`config.mk`:
```
export PLATFORM = sky130hd
export DESIGN_NAME = record_sort_by_score_total
export DESIGN_NICKNAME = d
export VERILOG_FILES = /design/src/rtl/core/rsst_pkg.sv /design/src/rtl/core/rsst_store.sv /design/src/rtl/core/rsst_ctrl.sv /design/src/rtl/core/record_sort_by_score_total.sv
export SDC_FILE = /design/constraint.sdc
export NUM_CORES = 1
export LEC_CHECK = 0
export BUFFER_PORTS_ARGS = -buffer_cell sky130_fd_sc_hd__buf_2
export CAP_MARGIN = 10
export CORE_AREA = 2 2 356 358
export CTS_CLUSTER_SIZE = 30
export DETAILED_ROUTE_END_ITERATION = 12
export DIE_AREA = 0 0 358 360
export PLACE_DENSITY = 0.54
export SYNTH_ARGS = -nofsm -noshare
export SYNTH_HDL_FRONTEND = slang
export SYNTH_SLANG_ARGS = --single-unit
```
`constraint.sdc`:
```
create_clock -name clk -period 6.3 [get_ports clk]
set_input_delay 0.945 -clock clk [delete_from_list [all_inputs] [get_ports clk]]
set_output_delay 0.945 -clock clk [all_outputs]
set_load 0.01 [all_outputs]
```
`src/rtl/core/rsst_pkg.sv`:
```
// shared types, widths and score helpers for the record sort block
package rsst_pkg;

    localparam int TAG_W           = 16;
    localparam int SCORE_W         = 10;
    localparam int KEY_W           = 12;
    localparam int S_DATA_W        = 48;
    localparam int M_DATA_W        = 32;
    localparam int MAX_RECORDS_DEF = 32;

    localparam logic [SCORE_W-1:0] SCORE_CAP = 10'd1000;

    // one stored record, tag in the low bits
    typedef struct packed {
        logic [KEY_W-1:0] key;
        logic [TAG_W-1:0] tag;
    } record_t;

    // saturate one score at SCORE_CAP, 1000
    function automatic logic [SCORE_W-1:0] clamp_score(input logic [SCORE_W-1:0] s);
        clamp_score = (s > SCORE_CAP) ? SCORE_CAP : s;
    endfunction

    // sum of the three saturated scores, at most 3000
    function automatic logic [KEY_W-1:0] score_total(input logic [SCORE_W-1:0] a,
                                                     input logic [SCORE_W-1:0] b,
                                                     input logic [SCORE_W-1:0] c);
        score_total = KEY_W'(clamp_score(a)) + KEY_W'(clamp_score(b))
                    + KEY_W'(clamp_score(c));
    endfunction

endpackage

```
`src/rtl/core/rsst_store.sv`:
```
// record memory: one write port, one registered read port
module rsst_store #(
    parameter int DEPTH = rsst_pkg::MAX_RECORDS_DEF,
    parameter int IDX_W = $clog2(DEPTH)
) (
    input  logic                 clk,
    input  logic                 we,
    input  logic [IDX_W-1:0]     waddr,
    input  rsst_pkg::record_t    wdata,
    input  logic [IDX_W-1:0]     raddr,
    output rsst_pkg::record_t    rdata
);

    rsst_pkg::record_t mem [DEPTH];

    // write port
    always_ff @(posedge clk)
    begin
        if (we)
        begin
            mem[waddr] <= wdata;
        end
    end

    // read port, registered
    always_ff @(posedge clk)
    begin
        rdata <= mem[raddr];
    end

endmodule

```
`src/rtl/core/rsst_ctrl.sv`:
```
// sequencer: loads records, runs the exchange sort in memory, emits results
module rsst_ctrl #(
    parameter int MAX_RECORDS = rsst_pkg::MAX_RECORDS_DEF,
    parameter int IDX_W       = $clog2(MAX_RECORDS),
    parameter int CNT_W       = $clog2(MAX_RECORDS + 1)
) (
    input  logic                           clk,
    input  logic                           rst_n,
    input  logic                           s_tvalid,
    output logic                           s_tready,
    input  logic [rsst_pkg::S_DATA_W-1:0]  s_tdata,
    input  logic                           s_tlast,
    output logic                           m_tvalid,
    input  logic                           m_tready,
    output logic [rsst_pkg::M_DATA_W-1:0]  m_tdata,
    output logic                           m_tlast,
    output logic                           m_tuser,
    output logic                           mem_we,
    output logic [IDX_W-1:0]               mem_waddr,
    output rsst_pkg::record_t              mem_wdata,
    output logic [IDX_W-1:0]               mem_raddr,
    input  rsst_pkg::record_t              mem_rdata
);

    localparam logic [2:0] ST_LOAD = 3'd0;
    localparam logic [2:0] ST_RDI  = 3'd1;
    localparam logic [2:0] ST_LDI  = 3'd2;
    localparam logic [2:0] ST_CMP  = 3'd3;
    localparam logic [2:0] ST_WRI  = 3'd4;
    localparam logic [2:0] ST_ERD  = 3'd5;
    localparam logic [2:0] ST_ELD  = 3'd6;
    localparam logic [2:0] ST_EWT  = 3'd7;

    localparam logic [CNT_W-1:0] CNT_MAX = CNT_W'(MAX_RECORDS);

    logic [2:0]        state_reg, state_next;
    logic [CNT_W-1:0]  count_reg, count_next;
    logic              drop_reg, drop_next;
    logic [IDX_W-1:0]  i_reg, i_next;
    logic [IDX_W-1:0]  j_reg, j_next;
    rsst_pkg::record_t cur_reg, cur_next;
    rsst_pkg::record_t out_rec_reg, out_rec_next;
    logic              out_valid_reg, out_valid_next;
    logic              out_last_reg, out_last_next;

    logic              s_accept;
    logic              store_full;
    logic              swap;
    logic              j_at_end;
    logic              i_at_end;
    logic              k_at_end;
    rsst_pkg::record_t in_rec;

    // input record with its key
    assign in_rec.tag = s_tdata[15:0];
    assign in_rec.key = rsst_pkg::score_total(s_tdata[25:16], s_tdata[35:26],
                                              s_tdata[45:36]);

    assign s_tready   = (state_reg == ST_LOAD);
    assign s_accept   = s_tvalid && s_tready;
    assign store_full = (count_reg == CNT_MAX);
    assign swap       = (cur_reg.key < mem_rdata.key);
    assign j_at_end   = ((CNT_W'(j_reg) + CNT_W'(1)) == count_reg);
    assign i_at_end   = ((CNT_W'(i_reg) + CNT_W'(2)) == count_reg);
    assign k_at_end   = ((CNT_W'(i_reg) + CNT_W'(1)) == count_reg);

    // output channel
    assign m_tvalid = out_valid_reg;
    assign m_tdata  = {{(rsst_pkg::M_DATA_W - rsst_pkg::KEY_W - rsst_pkg::TAG_W){1'b0}},
                       out_rec_reg};
    assign m_tlast  = out_last_reg;
    assign m_tuser  = drop_reg;

    // next state and memory access
    always_comb
    begin
        state_next     = state_reg;
        count_next     = count_reg;
        drop_next      = drop_reg;
        i_next         = i_reg;
        j_next         = j_reg;
        cur_next       = cur_reg;
        out_rec_next   = out_rec_reg;
        out_valid_next = out_valid_reg;
        out_last_next  = out_last_reg;
        mem_we         = 1'b0;
        mem_waddr      = count_reg[IDX_W-1:0];
        mem_wdata      = in_rec;
        mem_raddr      = i_reg;
        case (state_reg)
            ST_LOAD:
            begin
                if (s_accept)
                begin
                    if (store_full)
                    begin
                        drop_next = 1'b1;
                    end
                    else
                    begin
                        mem_we     = 1'b1;
                        count_next = count_reg + CNT_W'(1);
                    end
                    if (s_tlast)
                    begin
                        i_next     = '0;
                        // a lone record needs no sorting
                        state_next = (count_reg == '0) ? ST_ERD : ST_RDI;
                    end
                end
            end
            ST_RDI:
            begin
                mem_raddr  = i_reg;
                j_next     = i_reg + IDX_W'(1);
                state_next = ST_LDI;
            end
            ST_LDI:
            begin
                cur_next   = mem_rdata;
                mem_raddr  = j_reg;
                state_next = ST_CMP;
            end
            ST_CMP:
            begin
                // record j arrives; read j+1 ahead
                mem_raddr = j_reg + IDX_W'(1);
                if (swap)
                begin
                    mem_we    = 1'b1;
                    mem_waddr = j_reg;
                    mem_wdata = cur_reg;
                    cur_next  = mem_rdata;
                end
                if (j_at_end)
                begin
                    state_next = ST_WRI;
                end
                else
                begin
                    j_next = j_reg + IDX_W'(1);
                end
            end
            ST_WRI:
            begin
                // position i is settled; start the next pass or, after the last pass, the emission
                mem_we    = 1'b1;
                mem_waddr = i_reg;
                mem_wdata = cur_reg;
                mem_raddr = i_reg + IDX_W'(1);
                if (i_at_end)
                begin
                    i_next     = '0;
                    state_next = ST_ERD;
                end
                else
                begin
                    i_next     = i_reg + IDX_W'(1);
                    j_next     = i_reg + IDX_W'(2);
                    state_next = ST_LDI;
                end
            end
            ST_ERD:
            begin
                mem_raddr  = i_reg;
                state_next = ST_ELD;
            end
            ST_ELD:
            begin
                out_rec_next   = mem_rdata;
                out_valid_next = 1'b1;
                out_last_next  = k_at_end;
                state_next     = ST_EWT;
            end
            ST_EWT:
            begin
                if (m_tready)
                begin
                    out_valid_next = 1'b0;
                    if (out_last_reg)
                    begin
                        count_next = '0;
                        drop_next  = 1'b0;
                        state_next = ST_LOAD;
                    end
                    else
                    begin
                        i_next     = i_reg + IDX_W'(1);
                        state_next = ST_ERD;
                    end
                end
            end
            default:
            begin
                state_next = ST_LOAD;
            end
        endcase
    end

    // control registers
    always_ff @(posedge clk or negedge rst_n)
    begin
        if (!rst_n)
        begin
            state_reg     <= ST_LOAD;
            count_reg     <= '0;
            drop_reg      <= 1'b0;
            out_valid_reg <= 1'b0;
        end
        else
        begin
            state_reg     <= state_next;
            count_reg     <= count_next;
            drop_reg      <= drop_next;
            out_valid_reg <= out_valid_next;
        end
    end

    // payload and index registers
    always_ff @(posedge clk)
    begin
        i_reg        <= i_next;
        j_reg        <= j_next;
        cur_reg      <= cur_next;
        out_rec_reg  <= out_rec_next;
        out_last_reg <= out_last_next;
    end

`ifndef SYNTH
    // no input is taken while a result is pending
    assert property (@(posedge clk) disable iff (!rst_n) m_tvalid |-> !s_tready)
        else $error("input ready while a result is pending");

    // the fill count never passes the capacity
    assert property (@(posedge clk) disable iff (!rst_n) count_reg <= CNT_MAX)
        else $error("record count beyond capacity");

    // a sort write never hits the entry being read ahead
    assert property (@(posedge clk) disable iff (!rst_n)
        (mem_we && (state_reg == ST_CMP || state_reg == ST_WRI)) |-> mem_waddr != mem_raddr)
        else $error("sort write collides with read");

    // the last result clears the load state
    assert property (@(posedge clk) disable iff (!rst_n)
        (m_tvalid && m_tready && m_tlast) |=> (count_reg == '0 && !drop_reg && s_tready))
        else $error("load state not cleared after the list");
`endif

endmodule

```
`src/rtl/core/record_sort_by_score_total.sv`:
```
// top level of the record sort block: sequencer and record memory
//
// Records arrive on the s_ channel, one per request: tag and three scores
// in hundredths, each score saturated to 1000 before summing. s_tlast marks
// the last record of a set. Up to MAX_RECORDS records are held; a record
// arriving when the store is full is dropped and the set is flagged.
// After the last record the stored set is sorted in the record memory by an
// exchange sort, position i held in a register while entry j is read,
// compared and written back; the memory has a single read port. The results
// then leave on the m_ channel in descending order of total, each result
// read from the memory only after the previous one is taken; m_tlast marks
// the last, m_tuser flags a set with dropped records. s_tready is low from
// the end of the set until the last result is taken. A stalled receiver
// simply holds the current result and pauses the emission. Reset empties
// the store and clears the drop flag; the memory itself needs no clearing.
module record_sort_by_score_total #(
    parameter int MAX_RECORDS = rsst_pkg::MAX_RECORDS_DEF
) (
    input  logic                           clk,
    input  logic                           rst_n,
    input  logic                           s_tvalid,
    output logic                           s_tready,
    // fields from bit 0: record_tag 16, score_a 10, score_b 10, score_c 10, zero 2
    input  logic [rsst_pkg::S_DATA_W-1:0]  s_tdata,
    input  logic                           s_tlast,
    output logic                           m_tvalid,
    input  logic                           m_tready,
    // fields from bit 0: out_tag 16, total_score 12, zero 4
    output logic [rsst_pkg::M_DATA_W-1:0]  m_tdata,
    output logic                           m_tlast,
    // fields from bit 0: overflowed 1
    output logic                           m_tuser
);

    localparam int IDX_W = $clog2(MAX_RECORDS);
    localparam int CNT_W = $clog2(MAX_RECORDS + 1);

    logic              mem_we;
    logic [IDX_W-1:0]  mem_waddr;
    logic [IDX_W-1:0]  mem_raddr;
    rsst_pkg::record_t mem_wdata;
    rsst_pkg::record_t mem_rdata;

    // load, sort and emit sequencer
    rsst_ctrl #(
        .MAX_RECORDS (MAX_RECORDS),
        .IDX_W       (IDX_W),
        .CNT_W       (CNT_W)
    ) u_ctrl (
        .clk       (clk),
        .rst_n     (rst_n),
        .s_tvalid  (s_tvalid),
        .s_tready  (s_tready),
        .s_tdata   (s_tdata),
        .s_tlast   (s_tlast),
        .m_tvalid  (m_tvalid),
        .m_tready  (m_tready),
        .m_tdata   (m_tdata),
        .m_tlast   (m_tlast),
        .m_tuser   (m_tuser),
        .mem_we    (mem_we),
        .mem_waddr (mem_waddr),
        .mem_wdata (mem_wdata),
        .mem_raddr (mem_raddr),
        .mem_rdata (mem_rdata)
    );

    // key and tag memory
    rsst_store #(
        .DEPTH (MAX_RECORDS),
        .IDX_W (IDX_W)
    ) u_store (
        .clk   (clk),
        .we    (mem_we),
        .waddr (mem_waddr),
        .wdata (mem_wdata),
        .raddr (mem_raddr),
        .rdata (mem_rdata)
    );

endmodule
```
==> summary.txt, run 1 <==
Outcome
  – Status: complete, no violations

Detailed routing
  – Initial DRC count: 2,497
  – Via density: between 5 and 6
  – Routed WL per cell: roughly 25 um
  – WL met3: 7.20 mm
  – Vias: 25,600
  – 1st-pass router iterations: 5
  – Top Layer Used: met5
  – Post-route ant nets: 0
  – DRT met1 WL: 54.0 mm
  – Wirelength, routed: 117 mm
  – Met2 wire length: 53.2 mm
  – # DRC: 0

Logic synthesis
  – Top cells by area, synth: edfxtp_1 (70%), nand2_1 (5.0%), mux2i_1 (2.8%)
  – Mapped cell area: 41,000 um2
  – Adder-Cell Fraction of Synth Area: 1.20%
  – Synth Register Bits: between 1,000 and 1,500
  – Sequential area share after synthesis: between 70 and 80%
  – Post-synthesis mux area share: 3.03%
  – Ys flop type: edfxtp_1
  – Leading area contributor after synthesis: edfxtp_1
  – Syn. warnings: 0
  – Post-synth EDFFs: 963
  – Synth Area in Compound Gates: 9.14%
  – Post-Synthesis Cells: roughly 2,900
  – Largest family of logic cells by synthesized area: simple AND/OR/NAND/NOR gates
  – Synth top area share: 70.5%
  – Async SR Flop Fraction: 1.10%
  – Simple-gate area share of the yosys netlist: 10.6%
  – XOR/XNOR Fraction of Synth Area: less than 1%
  – Count of cell types in the netlist: 80
  – Syn_area_per_cell: 14.1 um2

Place
  – Cell count after placement: between 4,000 and 5,000
  – Gp weighted congestion: 0.804
  – DP HPWL: approximately 65 mm
  – IO buf count: 82
  – Pre-CTS WS: about 0.77 ns

Cells and area
  – Fin nets: slightly above 3,000
  – FF/Latch Area: around 30,000 um2
  – Max reg flops: roughly 900
  – Synthesis-to-layout area growth: 14.7%
  – Commonest non-fill, non-tap cell in the layout: edfxtp_1
  – Most frequent cells in the layout: edfxtp_1 (963), nand2_1 (539), nand3_1 (148)
  – Area of the multi-input gates: 10,500 um2
  – Register with the most flip-flops: u_store.mem
  – Layout cell share with drive strength beyond 1: 13.2%
  – Fin util: a little under two fifths
  – Finished Layout Cells: roughly 4,700
  – FILL cells: 11,700

Setup path
  – Slowest CP cell: o21ai_2
  – CP top delay family: compound AO/OA/AOI/OAI gates
  – Critical path startpoint category: input pin
  – Req. time, crit path: around 6.6 ns
  – Crit end category: flip-flop
  – CP Cell Sequence: buf_2, and3_1, o2111ai_1, and2_1, ha_1, fa_1, a21o_1, a211oi_1, nor2_1, nor2_1, xnor2_1, ha_1, or3_1, o211a_1, a31oi_1, xnor2_1, o21ai_2
  – Crit path max fanout: 32
  – WS Path Type: in2reg
  – Critical Path Max Stage Delay: about 0.87 ns
  – Critical path buffers and inverters: 1
  – Critical Path AT: around 5.2 ns

Floorplanning
  – Die width: 358 um
  – Top-Level Pins: 89
  – Die H: 360 um
  – Die Footprint: 129,000 um2
  – Effective utilization at floorplan: 32.8%
  – Total core area: between 100,000 and 150,000 um2
  – Row Count: 130

Worst hold path
  – Worst hold path class: in2async

Timing
  – Final setup TNS: 0 ns
  – Slew Limit Fails: 0
  – Final setup margin: roughly 1.4 ns
  – # setup viols final: 0
  – Slew margin rel.: between 20% and 30%
  – Hold Fails Final Rpt: 0
  – Fin crit period: ~5 ns
  – Achievable clock frequency: 205 MHz
  – Worst slew pin tran: 1.15 ns
  – Clock Skew: 0.0277 ns
  – Fin crit share: between 70% and 80%
  – Unrepaired setup endpoints after global routing: no

Run
  – Max-Cap Viols: 0

Global route
  – First-pass GRT wire length: 168 mm
  – Tot GR Track Use: 17.8%
  – Vias in the first global route: 24,100
  – Congestion Overflow GR: 0
  – Largest net degree at the start of global routing: 141
  – Initial antenna violation count: 6

Clock tree
  – Clk sinks: 1,002
  – CTS tree: yes
  – CTS Buf Count: ~100
  – Hold-fix buffers, CTS: 0
  – Root Driver: clkbuf_16
  – CTS clk-pin slew, worst paths: 0.06 ns
  – Clk_lat worst skew: between 0.6 and 0.7 ns
  – H-tree depth: 3
  – Post-CTS setup buffers: 0
  – Resized cells post-CTS: 0
  – CTS Buffer Depth: 3

Pwr
  – Leakage: 16.6 nW
  – Power per cell area: 289 nW/um2
  – Peak VDD IR: 0.215 mV
## synth_stat cells, types with 6 or more instances
cell type and n:
xor2_1 13, clkbuf_1 101, nor3b_1 9, a311oi_1 29, a22oi_1 58, nand2b_1 10, nand4_1 32, edfxtp_1 963
o211ai_1 31, inv_1 31, and2_1 13, ha_1 36, a31oi_1 89, nand3_1 150, dfxtp_1 28, and3_1 92
buf_1 6, nor3_1 44, dfrtp_1 11, buf_2 74, a211oi_1 86, nand2_1 541, buf_4 21, o2111ai_1 7
mux2i_1 115, xnor2_1 21, nor2b_1 8, mux2_2 6, a221oi_1 29, a21o_1 36, o21ai_0 37, nor2_1 29
a32oi_1 34, a21oi_1 19
## layer usage
layer	up-vias	track usage [%]
li1	11300	-
met1	13200	26.1
met2	876	27.6
met3	162	2.40
met4	4	4.70
met5	-	0
## worst paths after layout
path | startpoint | end | slack (ns) | cells past startpoint
max in group asynchronous | rst_n | u_ctrl.count_reg[2] | 5.92 | 1
hold reg to reg | u_store.rdata[4] | u_ctrl.m_tdata[4] | 0.42 | 0
min in group clk | u_store.rdata[4] | u_ctrl.m_tdata[4] | 0.42 | 0
setup reg to reg | u_ctrl.state_reg[2] | u_store.rdata[1] | 1.62 | 8
hold / removal | rst_n | u_ctrl.count_reg[1] | 0.16 | 1
setup / recovery | s_tdata[32] | u_store.mem[23][25] | 1.41 | 17
## kinds of logic (layout without fill, tap and decap cells)
family | count (synthesis) | in the layout
multiplexers | 122 | 122
adder cells (fa/ha/maj) | 38 | 38
AO/OA/AOI/OAI | 508 | 508
other | 1 | 6
flip-flops | 1002 | 1002
XOR/XNOR | 35 | 35
AND/OR/NAND/NOR | 956 | 956
buffers and inverters | 238 | 410
## stage by stage
stage | cell area [um2] | power [mW] | hold slack, ns
floorplan | 41000 | 7.62 | 0.404
global placement | 43700 | 7.73 | 0.410
detailed placement | 43700 | 7.73 | 0.418
CTS | 47000 | 13.7 | 0.136
global route | 47100 | 14.0 | 0.156
finish | 47100 | 13.6 | 0.159
## worst register-to-register path, delay by kind of cell, from the launching register on
family / cells / cell delay, ns
muxes: 1 / 0.24
buffers and inverters: 1 / 0.77
AOI/OAI and AO/OA: 4 / 1.72
DFF: 1 / 0.73
and+or+nand+nor: 2 / 1.06
## cell type report
type	count	share of cell area, %
Sequential cell	1002	63.2
Clock buffer	137	5.95
Inverter	32	0.255
Tap cell	1650	4.39
Timing Repair Buffer	184	2.76
Multi-Input combinational cell	1663	22.3
Antenna cell	2	0.0106
Clock inverter	57	1.10
## power by group
part,switching [mW],total (mW),internal [mW]
Combinational,0.195,0.300,0.105
Clock,2.53,5.98,3.45
Sequential,0.00120,7.29,7.29
No activity file was read; power rests on OpenSTA's default activity.
==> run 2: changes to the inputs <==
ABC_AREA = 1   (was default)
CORE_AREA = 2 2 372 374   (was 2 2 356 358)
DIE_AREA = 0 0 374 376   (was 0 0 358 360)
PLACE_DENSITY = 0.56   (was 0.54)
clock period = 4.1 ns   (was 6.3 ns; I/O delays follow)
==> run 2 against run 1 <==
  * Critical path type unchanged
  * Largest cell class unchanged
  * Worst setup slack worse by 1.1 ns
  * Via count increased by 24%
  * Count of clock-buffer cells in the layout is 9 higher
==> summary.txt, run 2 <==
Outcome
  – Status: complete, no violations

Global route
  – Tot GR Track Use: 18.9%
  – Congestion Overflow GR: 0
  – Initial antenna violation count: 1
  – Largest net degree at the start of global routing: 144
  – First-pass GRT wire length: about 200 mm
  – Vias in the first global route: 30,100

Run
  – Max-Cap Viols: 0

Clock tree
  – CTS tree: yes
  – Clk_lat worst skew: 0.70 ns
  – Clk sinks: 1,002
  – CTS Buffer Depth: 3
  – Root Driver: clkbuf_16
  – CTS clk-pin slew, worst paths: roughly 0.060 ns
  – CTS Buf Count: 106
  – H-tree depth: 3

Timing
  – Achievable clock frequency: 263 MHz
  – Clock Skew: between 0.03 and 0.04 ns
  – # setup viols final: 0
  – Fin crit period: 3.80 ns
  – Slew margin rel.: 45.0%
  – Unrepaired setup endpoints after global routing: no
  – Fin crit share: 92.6%
  – Hold Fails Final Rpt: 0
  – Slew Limit Fails: 0
  – Final setup margin: 0.302 ns
  – Worst slew pin tran: about 0.8 ns

Logic synthesis
  – Most frequent cell after synthesis: nand2_1
  – Leading area contributor after synthesis: edfxtp_1
  – Post-synth top cells: nand2_1 (1,009), nand3_1 (989), edfxtp_1 (963)
  – Top cells by area, synth: edfxtp_1 (65%), nand3_1 (11%), nand2_1 (8.5%)
  – Post-synth EDFFs: slightly below 1,000
  – Syn_area_per_cell: 10.5 um2
  – Count of cell types in the netlist: 45
  – Mapped cell area: roughly 45,000 um2
  – Syn. warnings: 0
  – Sequential area share after synthesis: 66.5%
  – Post-Synthesis Cells: 4,276
  – Synth Register Bits: 1,002
  – Synth top area share: 64.6%
  – Ys flop type: edfxtp_1
  – Async SR Flop Fraction: ~1.1%

Setup path
  – Critical path startpoint category: input pin
  – Crit end category: flip-flop
  – Slowest CP cell: ha_1
  – Setup slack, reg-to-reg: 0.40 ns
  – Worst Setup EP: u_store.mem[5][24]
  – Req. time, crit path: 4.50 ns
  – CP top delay family: compound AO/OA/AOI/OAI gates
  – Worst r2r path cells: 12
  – Critical path buffers and inverters: 7
  – R2r endpoint: u_store.mem[15][2]
  – Crit path max fanout: 32
  – CP Cell Sequence: buf_2, o31ai_1, nand2_1, nand2_1, inv_1, or2_2, ha_1, inv_1, o21ai_0, a31oi_1, xor2_1, inv_1, ha_1, nand2_1, o21ai_0, a21oi_1, nor2_1, nor2_1, xor2_1, nand2_1, o21ai_0, buf_4, inv_1, buf_6
  – Critical Path AT: 4.20 ns
  – Critical Path Max Stage Delay: 0.34 ns
  – CP startpoint: s_tdata[16]
  – Critical path depth: 24
  – R2r startpoint: u_store.rdata[23]
  – WS Path Type: in2reg

Floorplanning
  – Die width: 374 um
  – Top-Level Pins: 89
  – Die Footprint: 141,000 um2
  – Die H: 376 um
  – Total core area: 137,000 um2
  – Effective utilization at floorplan: 32.8%
  – Row Count: 136

Detailed routing
  – Post-route ant nets: 0
  – Routed WL per cell: ~22 um
  – Initial DRC count: ~3,500
  – Wirelength, routed: 136 mm
  – Vias: ~32,000
  – # DRC: 0
  – 1st-pass router iterations: 6
  – Via density: 5.03

Cells and area
  – Register with the most flip-flops: u_store.mem
  – Most frequent cells in the layout: nand2_1 (1,009), nand3_1 (989), edfxtp_1 (963)
  – Layout cell share with drive strength beyond 1: 11.4%
  – Synthesis-to-layout area growth: 16.7%
  – Fin nets: between 4,000 and 5,000
  – Commonest non-fill, non-tap cell in the layout: nand2_1
  – Max reg flops: 896

Place
  – Pre-CTS WS: -0.551 ns
  – Gp weighted congestion: 0.847
  – DP HPWL: 74.9 mm
  – IO buf count: just over 80

Worst hold path
  – Worst hold path class: in2reg
## run 2: cell count changes after synthesis, sizes merged, moves of 38 or more
| cell | before | now |
|---|---|---|
| a211oi | 86 | 0 |
| and3 | 92 | 0 |
| buf | 105 | 190 |
| nor2 | 34 | 149 |
| mux2i | 115 | 0 |
| a31oi | 89 | 2 |
| nand3 | 150 | 991 |
| nor3 | 46 | 8 |
| nand2 | 542 | 1016 |
| nand3b | 3 | 112 |
| a22oi | 58 | 0 |
| inv | 32 | 546 |
## run 2: routing by layer
metal	wire [um]	GRT usage (%)	share of wire, %
met5	13	0	0.0096
met4	4550	6.23	3.4
met3	9940	2.62	7.3
met2	63700	30.9	47
met1	57400	25.9	42
## run 2: per-stage QoR
stage / cells / hold slack (ns) / cell area (um2) / util (%) / TNS [ns]
6_report: 6300 / 0.240 / 52200 / 38.2 / 0
5_1_grt: 6299 / 0.239 / 52200 / 38.2 / 0
4_1_cts: 6296 / 0.204 / 52200 / 38.2 / 0
3_5_place_dp: 6096 / 0.413 / 48900 / 35.8 / -51.34
3_3_place_gp: 6096 / 0.415 / 48900 / 35.8 / -56.70
2_1_floorplan: 4279 / 0.319 / 44800 / - / 0
## run 2: logic make-up after synthesis
logic type | after synthesis | synth area share (%)
other cells | 1 | 0.00838
buf+inv | 812 | 7.39
simple gates | 2291 | 23.1
fa+ha+maj | 38 | 1.10
xor+xnor | 31 | 0.607
flops | 1002 | 66.5
compound gates | 101 | 1.26
## run 2: worst min path at each step
stage	endpoint	cells after the start	startpoint	slack, ns
final	u_ctrl.state_reg[2]	4	m_tready	0.24
after global routing	u_ctrl.state_reg[2]	4	m_tready	0.24
after CTS	u_ctrl.state_reg[2]	4	m_tready	0.20
after detailed placement	u_ctrl.cur_reg[15]	0	u_store.rdata[15]	0.41
after global placement	u_ctrl.cur_reg[15]	0	u_store.rdata[15]	0.42
after floorplan	u_ctrl.count_reg[0]	0	rst_n	0.32
## run 2: area by class of cell
class                           instances  area, um2
Multi-Input combinational cell       2466      12100
Clock inverter                         53        374
Clock buffer                          146       2900
Timing Repair Buffer                  291       2790
Antenna cell                            1       2.50
Tap cell                             1794       2240
Sequential cell                      1002      29800
Fill cell                           13200      84400
Inverter                              547       2060
## run 2: timing repair
action,4_1_cts,5_1_grt
hold endpoints to repair,11,0
resized for setup,0,6
hold buffers,1,0
endpoints found under the setup margin,0,96
buffers inserted,0,2
## run 2: worst min-delay path, delay by kind of cell
family / cells / cell delay (ns)
buffers and inverters: 2 / 0.12
AND/OR/NAND/NOR: 2 / 0.15
Power of run 2 is not shown: default switching activity piles up to over one toggle a cycle in this logic, so the estimate is an artifact.
